**config.mk**
```make
export PLATFORM = sky130hd
export DESIGN_NAME = fifo_with_keyed_quantity_update
export DESIGN_NICKNAME = d
export VERILOG_FILES = /design/src/design/fqu_pkg.sv /design/src/design/fqu_cell.sv /design/src/design/fifo_with_keyed_quantity_update.sv
export SDC_FILE = /design/constraint.sdc
export NUM_CORES = 2
export LEC_CHECK = 0
export BUFFER_PORTS_ARGS = -buffer_cell sky130_fd_sc_hd__buf_2
export CORE_MARGIN = 2
export CORE_UTILIZATION = 50
export CTS_CLUSTER_SIZE = 8
export DETAILED_ROUTE_END_ITERATION = 12
export PLACE_DENSITY = 0.72
export RECOVER_POWER = 100
export SETUP_SLACK_MARGIN = 0.02
export SYNTH_ARGS = -nofsm -noshare
export SYNTH_HDL_FRONTEND = slang
export SYNTH_SLANG_ARGS = --single-unit
```
**constraint.sdc**
```tcl
create_clock -name clk -period 11.7 [get_ports clk]
set_clock_uncertainty 0.2 [all_clocks]
set_input_delay 1.755 -clock clk [delete_from_list [all_inputs] [get_ports clk]]
set_output_delay 1.755 -clock clk [all_outputs]
set_load 0.02 [all_outputs]
```
**src/design/fqu_pkg.sv**
```systemverilog
// fqu_pkg: shared types, codes and helpers for the keyed-quantity fifo
// used by fqu_cell, fifo_with_keyed_quantity_update and its checker
package fqu_pkg;

	localparam int unsigned QueueDepth = 16;
	localparam int unsigned CntW       = $clog2(QueueDepth + 1);
	localparam int unsigned DataW      = 32;
	localparam int unsigned OutCntW    = 5;

	localparam logic [1:0] ACT_PUSH = 2'd0;
	localparam logic [1:0] ACT_POP  = 2'd1;
	localparam logic [1:0] ACT_SUB  = 2'd2;
	localparam logic [1:0] ACT_ADD  = 2'd3;

	localparam logic [1:0] ST_OK    = 2'd0;
	localparam logic [1:0] ST_FULL  = 2'd1;
	localparam logic [1:0] ST_EMPTY = 2'd2;

	// command broadcast to every cell
	typedef struct packed {
		logic              push;
		logic              pop;
		logic              upd;
		logic              sub;
		logic [DataW-1:0]  code;
		logic [DataW-1:0]  amount;
	} fqu_cmd_t;

	// per-cell position relative to the fill level
	typedef struct packed {
		logic held;
		logic tail;
	} fqu_slot_t;

	function automatic logic [DataW-1:0] sat_update(input logic [DataW-1:0] q,
			input logic [DataW-1:0] d, input logic sub);
		logic [DataW:0] s;
		logic [DataW:0] qx;
		logic [DataW:0] dx;
		qx = {q[DataW-1], q};
		dx = {d[DataW-1], d};
		s  = sub ? (qx - dx) : (qx + dx);
		if (s[DataW] != s[DataW-1]) begin
			sat_update = s[DataW] ? {1'b1, {(DataW-1){1'b0}}} : {1'b0, {(DataW-1){1'b1}}};
		end else begin
			sat_update = s[DataW-1:0];
		end
	endfunction

endpackage

```
**src/design/fqu_cell.sv**
```systemverilog
// fqu_cell: one fifo slot holding code and quantity, shifts toward the head on pop
// depends on fqu_pkg
module fqu_cell (
	input  logic                      clk,
	input  fqu_pkg::fqu_cmd_t         cmd,
	input  fqu_pkg::fqu_slot_t        slot,
	input  logic [fqu_pkg::DataW-1:0] nxt_code,
	input  logic [fqu_pkg::DataW-1:0] nxt_amount,
	output logic [fqu_pkg::DataW-1:0] code,
	output logic [fqu_pkg::DataW-1:0] amount,
	output logic                      match
);

	logic [fqu_pkg::DataW-1:0] code_q;
	logic [fqu_pkg::DataW-1:0] amount_q;

	assign match  = cmd.upd && slot.held && (code_q == cmd.code);
	assign code   = code_q;
	assign amount = amount_q;

	always_ff @(posedge clk) begin
		if (cmd.pop) begin
			code_q   <= nxt_code;
			amount_q <= nxt_amount;
		end else if (cmd.push && slot.tail) begin
			code_q   <= cmd.code;
			amount_q <= cmd.amount;
		end else if (match) begin
			amount_q <= fqu_pkg::sat_update(amount_q, cmd.amount, cmd.sub);
		end
	end

endmodule

```
**src/design/fifo_with_keyed_quantity_update.sv**
```systemverilog
// fifo_with_keyed_quantity_update: top level, a row of fqu_cell slots plus output register
// depends on fqu_pkg and fqu_cell
//
// usage
//   input stream s_*: one action per transfer, s_tuser selects push, pop, subtract
//   or add; s_tdata carries the item code and the amount
//   output stream m_*: exactly one result per input transfer, in order; m_tuser is
//   the status, m_tdata holds popped code and quantity, match count and occupancy
//   entries live in a row of cells, the head always in the first cell; a pop shifts
//   every cell one place toward the head, a push writes the cell at the fill level,
//   and an update compares the code in every held cell at once and applies the
//   saturating add or subtract where it matches
//   result: held in the output register, appears in the cycle after the input transfer
//   throughput: one action per cycle while results are taken, set by the single output register
//   reset clears the fill level and the output valid flag; slot contents and output
//   data are left as they are and are never read before written
//   a stalled receiver holds the result; s_tready stays high while the output
//   register is empty or is being taken in the same cycle
module fifo_with_keyed_quantity_update (
	input  logic        clk,
	input  logic        arst_n,
	input  logic        s_tvalid,
	output logic        s_tready,
	input  logic [63:0] s_tdata,  // item_code, item_amount
	input  logic [1:0]  s_tuser,  // action
	output logic        m_tvalid,
	input  logic        m_tready,
	output logic [79:0] m_tdata,  // head_code, head_amount, match_count, occupancy, zero pad
	output logic [1:0]  m_tuser   // status
);

	localparam int unsigned D  = fqu_pkg::QueueDepth;
	localparam int unsigned CW = fqu_pkg::CntW;
	localparam int unsigned DW = fqu_pkg::DataW;
	localparam int unsigned OW = fqu_pkg::OutCntW;

	logic                 take;
	logic                 full;
	logic                 empty;
	fqu_pkg::fqu_cmd_t    cmd;
	fqu_pkg::fqu_slot_t   slot [D];
	logic [DW-1:0]        cell_code   [D];
	logic [DW-1:0]        cell_amount [D];
	logic [D-1:0]         match_vec;
	logic [CW-1:0]        count_q;
	logic [CW-1:0]        count_nxt;
	logic [CW-1:0]        match_cnt;
	logic                 m_tvalid_q;
	logic [1:0]           status_q;
	logic [DW-1:0]        head_code_q;
	logic [DW-1:0]        head_amount_q;
	logic [OW-1:0]        match_q;
	logic [OW-1:0]        occ_q;

	assign s_tready = !m_tvalid_q || m_tready;
	assign take     = s_tvalid && s_tready;
	assign full     = (count_q >= CW'(D));
	assign empty    = (count_q == '0);

	assign cmd.push   = take && (s_tuser == fqu_pkg::ACT_PUSH) && !full;
	assign cmd.pop    = take && (s_tuser == fqu_pkg::ACT_POP) && !empty;
	assign cmd.upd    = take && ((s_tuser == fqu_pkg::ACT_SUB) || (s_tuser == fqu_pkg::ACT_ADD));
	assign cmd.sub    = (s_tuser == fqu_pkg::ACT_SUB);
	assign cmd.code   = s_tdata[DW-1:0];
	assign cmd.amount = s_tdata[2*DW-1:DW];

	for (genvar i = 0; i < D; i++) begin : g_cell
		logic [DW-1:0] nc;
		logic [DW-1:0] na;
		assign slot[i].held = (CW'(i) < count_q);
		assign slot[i].tail = (CW'(i) == count_q);
		if (i == D - 1) begin : g_last
			assign nc = '0;
			assign na = '0;
		end else begin : g_mid
			assign nc = cell_code[i+1];
			assign na = cell_amount[i+1];
		end
		fqu_cell u_cell (
			.clk        (clk),
			.cmd        (cmd),
			.slot       (slot[i]),
			.nxt_code   (nc),
			.nxt_amount (na),
			.code       (cell_code[i]),
			.amount     (cell_amount[i]),
			.match      (match_vec[i])
		);
	end

	assign match_cnt = CW'($countones(match_vec));

	always_comb begin
		count_nxt = count_q;
		if (cmd.push) begin
			count_nxt = count_q + CW'(1);
		end else if (cmd.pop) begin
			count_nxt = count_q - CW'(1);
		end
	end

	always_ff @(posedge clk or negedge arst_n) begin
		if (!arst_n) begin
			count_q    <= '0;
			m_tvalid_q <= 1'b0;
		end else begin
			count_q <= count_nxt;
			if (take) begin
				m_tvalid_q <= 1'b1;
			end else if (m_tready) begin
				m_tvalid_q <= 1'b0;
			end
		end
	end

	always_ff @(posedge clk) begin
		if (take) begin
			status_q      <= fqu_pkg::ST_OK;
			head_code_q   <= '0;
			head_amount_q <= '0;
			match_q       <= OW'(match_cnt);
			occ_q         <= OW'(count_nxt);
			case (s_tuser)
				fqu_pkg::ACT_PUSH: begin
					if (full) begin
						status_q <= fqu_pkg::ST_FULL;
					end
				end
				fqu_pkg::ACT_POP: begin
					if (empty) begin
						status_q <= fqu_pkg::ST_EMPTY;
					end else begin
						head_code_q   <= cell_code[0];
						head_amount_q <= cell_amount[0];
					end
				end
				default: begin
				end
			endcase
		end
	end

	assign m_tvalid = m_tvalid_q;
	assign m_tuser  = status_q;
	assign m_tdata  = {6'd0, occ_q, match_q, head_amount_q, head_code_q};

endmodule

```
### Word level (Yosys, flattened, before mapping)

Cells that the tools add are included.

* output and inout bits: 84
* logic and storage cells: 382
* input bits: 70
* register bits after elaboration: 1106

* magnitude comparators: 17
* muxes and demuxes: 132
* add/sub/neg operators: 49
* equality and inequality tests: 50
* bitwise operators: 1
* reduce and logical (&&, ||, !) cells: 94

Operators by type and width (count)
* two-way mux 32 bit: 109
* adder 32 x 32 -> 33 bit: 16
* two-way mux 33 bit: 16
* subtractor 32 x 32 -> 33 bit: 16
* equality test 32 bit: 16
* logical AND 1 bit: 54
* nonzero test 3 bit: 15
* equality test 4 x 5 -> 1 bit (first input constant): 8
* < comparator 4 x 5 -> 1 bit (first input constant): 8
* nonzero test 2 bit: 17
* equality test 3 x 5 -> 1 bit (first input constant): 4
* < comparator 3 x 5 -> 1 bit (first input constant): 4
* adder 1 x 1 -> 2 bit: 8
* inequality test 1 bit: 16
* adder 2 x 2 -> 3 bit: 4
* equality test 2 x 5 -> 1 bit (first input constant): 2
* < comparator 1 x 5 -> 1 bit (first input constant): 2
* < comparator 2 x 5 -> 1 bit (first input constant): 2
* two-way mux 5 bit: 2
* adder 3 x 3 -> 4 bit: 2
* adder 4 x 4 -> 5 bit: 1
* adder 5 x 1 -> 5 bit (second input constant): 1
* equality test 1 x 5 -> 1 bit (first input constant): 1
* greater-or-equal comparator 5 bit (second input constant): 1
* other kinds (12): 18

### Depth between registers and ports, before layout

* depth after elaboration: 10
* depth in mapped cells: 25
* gate-level depth less buffers: 21

### Hierarchy

From an unflattened synthesis, not the netlist that was laid out.

* cell total of the unflattened synthesis: 10475
* area, all modules: 96757.8 µm²

By module, submodules not included
* fqu_cell at g_cell[0].u_cell ...: area an instance 5754.3 µm², cells an instance 633, times used 8, sequential area each 1921.8 µm²
* fqu_cell at g_cell[3].u_cell ...: area an instance 5891.9 µm², cells an instance 641, times used 6, sequential area each 1921.8 µm²
* fqu_cell at g_cell[11].u_cell: area an instance 5815.6 µm², cells an instance 639, times used 1, sequential area each 1921.8 µm²
* fqu_cell at g_cell[9].u_cell: area an instance 5738.0 µm², cells an instance 629, times used 1, sequential area each 1921.8 µm²
* fifo_with_keyed_quantity_update: area an instance 3818.7 µm², cells an instance 297, times used 1, sequential area each 2432.3 µm²

### Worst setup path after synthesis

No wires, ideal clock.

* kind: input to register
* from: in s_tuser[1]
* to: reg g_cell[11].u_cell.amount_q, in the netlist g_cell[11].u_cell.amount[12] (data pin)
* data arrival time: 8.298 ns
* path slack: 2.943 ns
* required time: 11.241 ns
* setup time: 0.259 ns
* path buffers: 5
* cell stages on the path: 22
* path through: clkbuf_1 nand2b_1 clkbuf_1 clkbuf_1 clkbuf_1 nor2_1 a21oi_1 ha_1 nor2b_1 o31ai_1 or4b_2 a311o_1 a311oi_1 maj3_1 o21a_1 o41a_1 o21bai_2 xnor2_2 nor2_4 nor2_2 buf_6 a21oi_1

* word-level cells in the longest chain between the ends: 7
* elaborated cells on any way between the ends: 15
* those cells by class: 3 x eq/ne; 6 x mux; 6 x reduce/logical

Ends and longest elaborated chain
* start, declared: RTL line fifo_with_keyed_quantity_update.sv:25 `input logic [1:0] s_tuser,`
* equality test 2 bit: RTL line fifo_with_keyed_quantity_update.sv:63 `assign cmd.sub = (s_tuser == fqu_pkg::ACT_SUB);`
* two-way mux 33 bit: RTL line fqu_pkg.sv:42 `s = sub ? (qx - dx) : (qx + dx);`
* two-way mux 32 bit / inequality test 1 bit (equally long branches): RTL line fqu_pkg.sv:44, fqu_pkg.sv:43
* two-way mux 32 bit: RTL line fqu_pkg.sv:43 `if (s[DataW] != s[DataW-1]) begin`
* two-way mux 32 bit: RTL line fqu_cell.sv:28 `end else if (match) begin`
* two-way mux 32 bit: RTL line fqu_cell.sv:25 `end else if (cmd.push && slot.tail) begin`
* two-way mux 32 bit (*): RTL line fqu_cell.sv:22 `if (cmd.pop) begin`
* end signal, assigned: RTL line fqu_cell.sv:24 `amount_q <= nxt_amount;`
* end signal, assigned: RTL line fqu_cell.sv:27 `amount_q <= cmd.amount;`
* end signal, assigned: RTL line fqu_cell.sv:29 `amount_q <= fqu_pkg::sat_update(amount_q, cmd.amount, cmd.sub);`
* end, declared: RTL line fqu_cell.sv:15 `logic [fqu_pkg::DataW-1:0] amount_q;`

Mark *: on every way between the ends. The rest lies on a longest branch, timed or not. The select of a mux whose other input is x is not followed.
A chain may end at the register's enable or synchronous reset.

### Worst setup path in the final report

* from: in s_tdata[37]
* to: reg g_cell[0].u_cell.amount_q, in the netlist g_cell[0].u_cell.amount[0] (data pin)

* word-level cells in the longest chain between the ends: 7
* elaborated cells on any way between the ends: 9
* those cells by class: 2 x add/sub; 1 x eq/ne; 6 x mux

Ends and longest elaborated chain
* start, declared: RTL line fifo_with_keyed_quantity_update.sv:24 `input logic [63:0] s_tdata,`
* adder 32 x 32 -> 33 bit / subtractor 32 x 32 -> 33 bit (equally long branches): RTL line fqu_pkg.sv:42
* two-way mux 33 bit (*): RTL line fqu_pkg.sv:42
* two-way mux 32 bit / inequality test 1 bit (equally long branches): RTL line fqu_pkg.sv:44, fqu_pkg.sv:43
* two-way mux 32 bit (*): RTL line fqu_pkg.sv:43
* two-way mux 32 bit (*): RTL line fqu_cell.sv:28
* two-way mux 32 bit (*): RTL line fqu_cell.sv:25
* two-way mux 32 bit (*): RTL line fqu_cell.sv:22
* end signal, assigned: RTL line fqu_cell.sv:24
* end signal, assigned: RTL line fqu_cell.sv:27
* end signal, assigned: RTL line fqu_cell.sv:29
* end, declared: RTL line fqu_cell.sv:15

Marks and branches as above.

==> results.toml <==
[outcome]
outcome = "complete, but fails checks"
violations = "capacitance limit, slew limit"

[cts]
ctsHoldBuffers = 0
cts_buffers = 160
cts_sinks = 1106
ctsHtreeMaxLevel = 4
clkLatencyLatePin_ns = 0.83
clk_pin_slew_ns = 0.05
cts_setup_buffers = 0
ctsResizeCount = 0
root_buffer = "clkbuf_16"
cts_tree = "done"
cts_max_path_buffers = 3

[logic_synthesis]
synth_enable_flop_cells = 1036
syn_area_sq_um = 83600
synth_area_leaders = "edfxtp_1 (37%), nand2_1 (7.4%), ha_1 (6.4%), xnor2_1 (6.1%), a21oi_1 (5.2%)"
seq_area_frac_synth_pct = 38.9
ys_warn_count = 0
synthCells = 9327
synth_cell_types = 115
synth_ff_type = "edfxtp_1"
async_reset_ff_share_pct = 0.542
synth_top_cell_by_area = "edfxtp_1"
synth_area_per_cell_sq_um = 8.96
synth_seq_cells = 1106
yosysTopAreaCellShare_pct = 37.2

[detailed_routing]
wl_met3_mm = 37.7
met2_length_mm = 153
vias = 77800
drcViolationCount = 0
first_pass_iters = 6
first_iter_violations = 10300
routed_via_density = 6.71
wl_per_cell_um = 30.4
final_antenna_net_count = 0
top_layer = "met5"
routed_wl_mm = 353
wl_met1_mm = 129

[sta]
min_period_ns = 10.89
rsz0062_at_grt = "no"
hold_violations = 0
slew_viol_final = 927
setup_viol = 0
max-slew-margin-rel_pct = -78.1
tightest_slew_ns = 2.67
finalCritPeriodShare_pct = 93.1
finalSetupTns_ns = 0
clock.fmax_ghz = 0.0918

[finish]
area_growth_pct = 9.17
final_common_cell = "nand2_1"
drive_above_1_share_pct = 6.46
final_cell_mix = "nand2_1 (1,657), edfxtp_1 (1,036), a21oi_1 (862), xnor2_1 (564), o21ai_0 (495)"
stdcell_area_sq_um = 91200
finalNetCount = 9814

[worst_hold_path]
min_path_type = "flop to flop"

[floorplanning]
core_area_sq_um = 167000
dieWidth_um = 413
fp-row-count = 150
fp.dieArea_sq_um = 170000
die_y_um = 413
ios = 154
start_util_pct = 50.2

[setup_path]
cp_max_fo = 20
crit_type = "input port to flop"
crit_start = "s_tdata[37]"
cp.required_ns = 12.16
crit_path_end = "g_cell[0].u_cell.amount[0]$_DFFE_PP_"
critical_path_arrival_ns = 11.35
r2r-start = "m_tvalid$_DFFE_PN0P_"
cp-end-kind = "flop"
reg2reg_to = "g_cell[5].u_cell.amount[13]$_DFFE_PP_"
crit_path_start_kind = "input port"
r2r_slack_ns = 2.06
r2r_cells = 11

[flow_run]
maxCapViolCount = 26

[place]
hpwl_mm = 249
placed_area_sq_um = 86900
port_buffers = 147
place_congestion = 1.03

[power_and_ir_drop]
max-vdd-ir-drop_uv = 164
p_leak_nw = 34.7
p_per_area_nw_per_um2 = 163

[global_routing]
grt_pass1_wl_mm = 501
grt_max_degree = 264
track_usage_pct = 40.2
antenna_found_initial = 18
grt_pass1_vias = 73500
overflow = 0
## synth_stat cells (19+ instances only)
cell type  count
nor4_1       113
clkbuf_1     444
o21a_1        70
a31oi_1       86
edfxtp_1    1036
or2_2         29
nor2b_1       68
a31o_2        19
a211oi_1      89
nand2_1     1656
a21oi_1      863
and3_1        61
buf_2         64
or3_1         42
mux2i_1       32
buf_4         23
and2_1       110
a21o_1       202
o31ai_1       44
a22oi_1       69
dfxtp_1       64
xor2_1       468
nand4_1      106
o31a_1        19
nand2b_1      90
o211ai_1      64
ha_1         427
nand3_1      182
buf_1         32
fa_1          26
a2111oi_0     24
maj3_1       117
o2111ai_1     25
o21ai_0      484
xnor2_1      578
xnor3_1       28
inv_1        191
a221oi_1      29
o22ai_1      263
nor3_1       124
nor2_1       463
o21bai_1      46
o21ai_1       19
a211o_1       22
## logic make-up after synthesis
group                    share of synthesized area, %
AO/OA/AOI/OAI                                    19.6
XOR/XNOR                                         11.8
adder cells (fa/ha/maj)                          8.42
buffers and inverters                            3.77
flip-flops                                       38.9
multiplexers                                    0.478
other                                         0.00449
AND/OR/NAND/NOR                                  17.0
## layout make-up
cell class                 instances  area, sq um
sequential                      1106        32500
inverter                         194          729
tap                             2204         2760
fill                           15100        75400
multi-input combinational       7456        48300
clock inverter                    22          378
antenna                            7         17.5
timing repair buffer             373         2310
clock buffer                     221         4250
## metal layers
layer	GRT usage, %	vias up
met2	61.2	5010
met3	9.00	1324
met5	0	-
li1	-	33900
met4	31.1	16
met1	49.5	37500
## flip-flops by register name, indices dropped and copies added (netlist names)
name and cells:
g_cell.u_cell.amount 512, head_amount_q 32, match_q 5, m_tuser 2, g_cell.u_cell.code 512, m_tvalid 1
count_q 5, head_code_q 32, occ_q 5
## worst max-delay path, stage by stage
cell and delay (ns):
buf_2 0.45, nor4_4 0.81, and3_1 0.70, nand2_1 0.23, o31ai_1 0.30, xor2_1 1.70
clkbuf_1 0.91, ha_1 0.49, a21oi_1 0.19, o21ai_0 0.11, or3_1 0.31, a31oi_1 0.15
nor2_1 0.12, a31oi_1 0.31, o221a_2 0.31, o21ai_2 0.11, o221ai_1 0.27, xnor2_2 0.26
or2_0 1.14, nand2_1 0.43, o211ai_1 0.28
## metrics by stage
stage / instances / power (mW) / util [%] / worst slack (ns) / hold slack [ns]
after floorplan: 9332 / 8.72 / - / 2.94 / 0.245
after detailed placement: 11300 / 10.2 / 52.2 / 1.62 / 0.264
after global placement: 11300 / 10.1 / 52.2 / 1.82 / 0.261
after global routing: 11600 / 15.4 / 54.7 / 0.840 / 0.296
after CTS: 11600 / 14.7 / 54.9 / 2.44 / 0.272
final: 11600 / 14.8 / 54.8 / 0.807 / 0.272
## where the power goes
part | total [mW] | leakage [nW] | internal (mW) | switching [mW]
clock network | 4.49 | 2.22 | 2.55 | 1.94
logic | 5.31 | 22.4 | 1.93 | 3.38
registers | 5.03 | 10.1 | 4.83 | 0.196
## worst min path at each step
| stage | start | endpoint | depth (start not counted) |
|---|---|---|---|
| after floorplan | g_cell[15].u_cell.amount[14]$_SDFFE_PP0P_ | g_cell[15].u_cell.amount[14]$_SDFFE_PP0P_ | 2 |
| after global placement | g_cell[15].u_cell.amount[13]$_SDFFE_PP0P_ | g_cell[15].u_cell.amount[13]$_SDFFE_PP0P_ | 2 |
| after detailed placement | g_cell[15].u_cell.amount[13]$_SDFFE_PP0P_ | g_cell[15].u_cell.amount[13]$_SDFFE_PP0P_ | 2 |
| after CTS | g_cell[15].u_cell.amount[13]$_SDFFE_PP0P_ | g_cell[15].u_cell.amount[13]$_SDFFE_PP0P_ | 2 |
| after global routing | g_cell[15].u_cell.code[17]$_SDFFE_PP0P_ | g_cell[15].u_cell.code[17]$_SDFFE_PP0P_ | 2 |
| final | g_cell[15].u_cell.amount[9]$_SDFFE_PP0P_ | g_cell[15].u_cell.amount[9]$_SDFFE_PP0P_ | 2 |
Note: power is estimated with default switching activity, not from simulation.
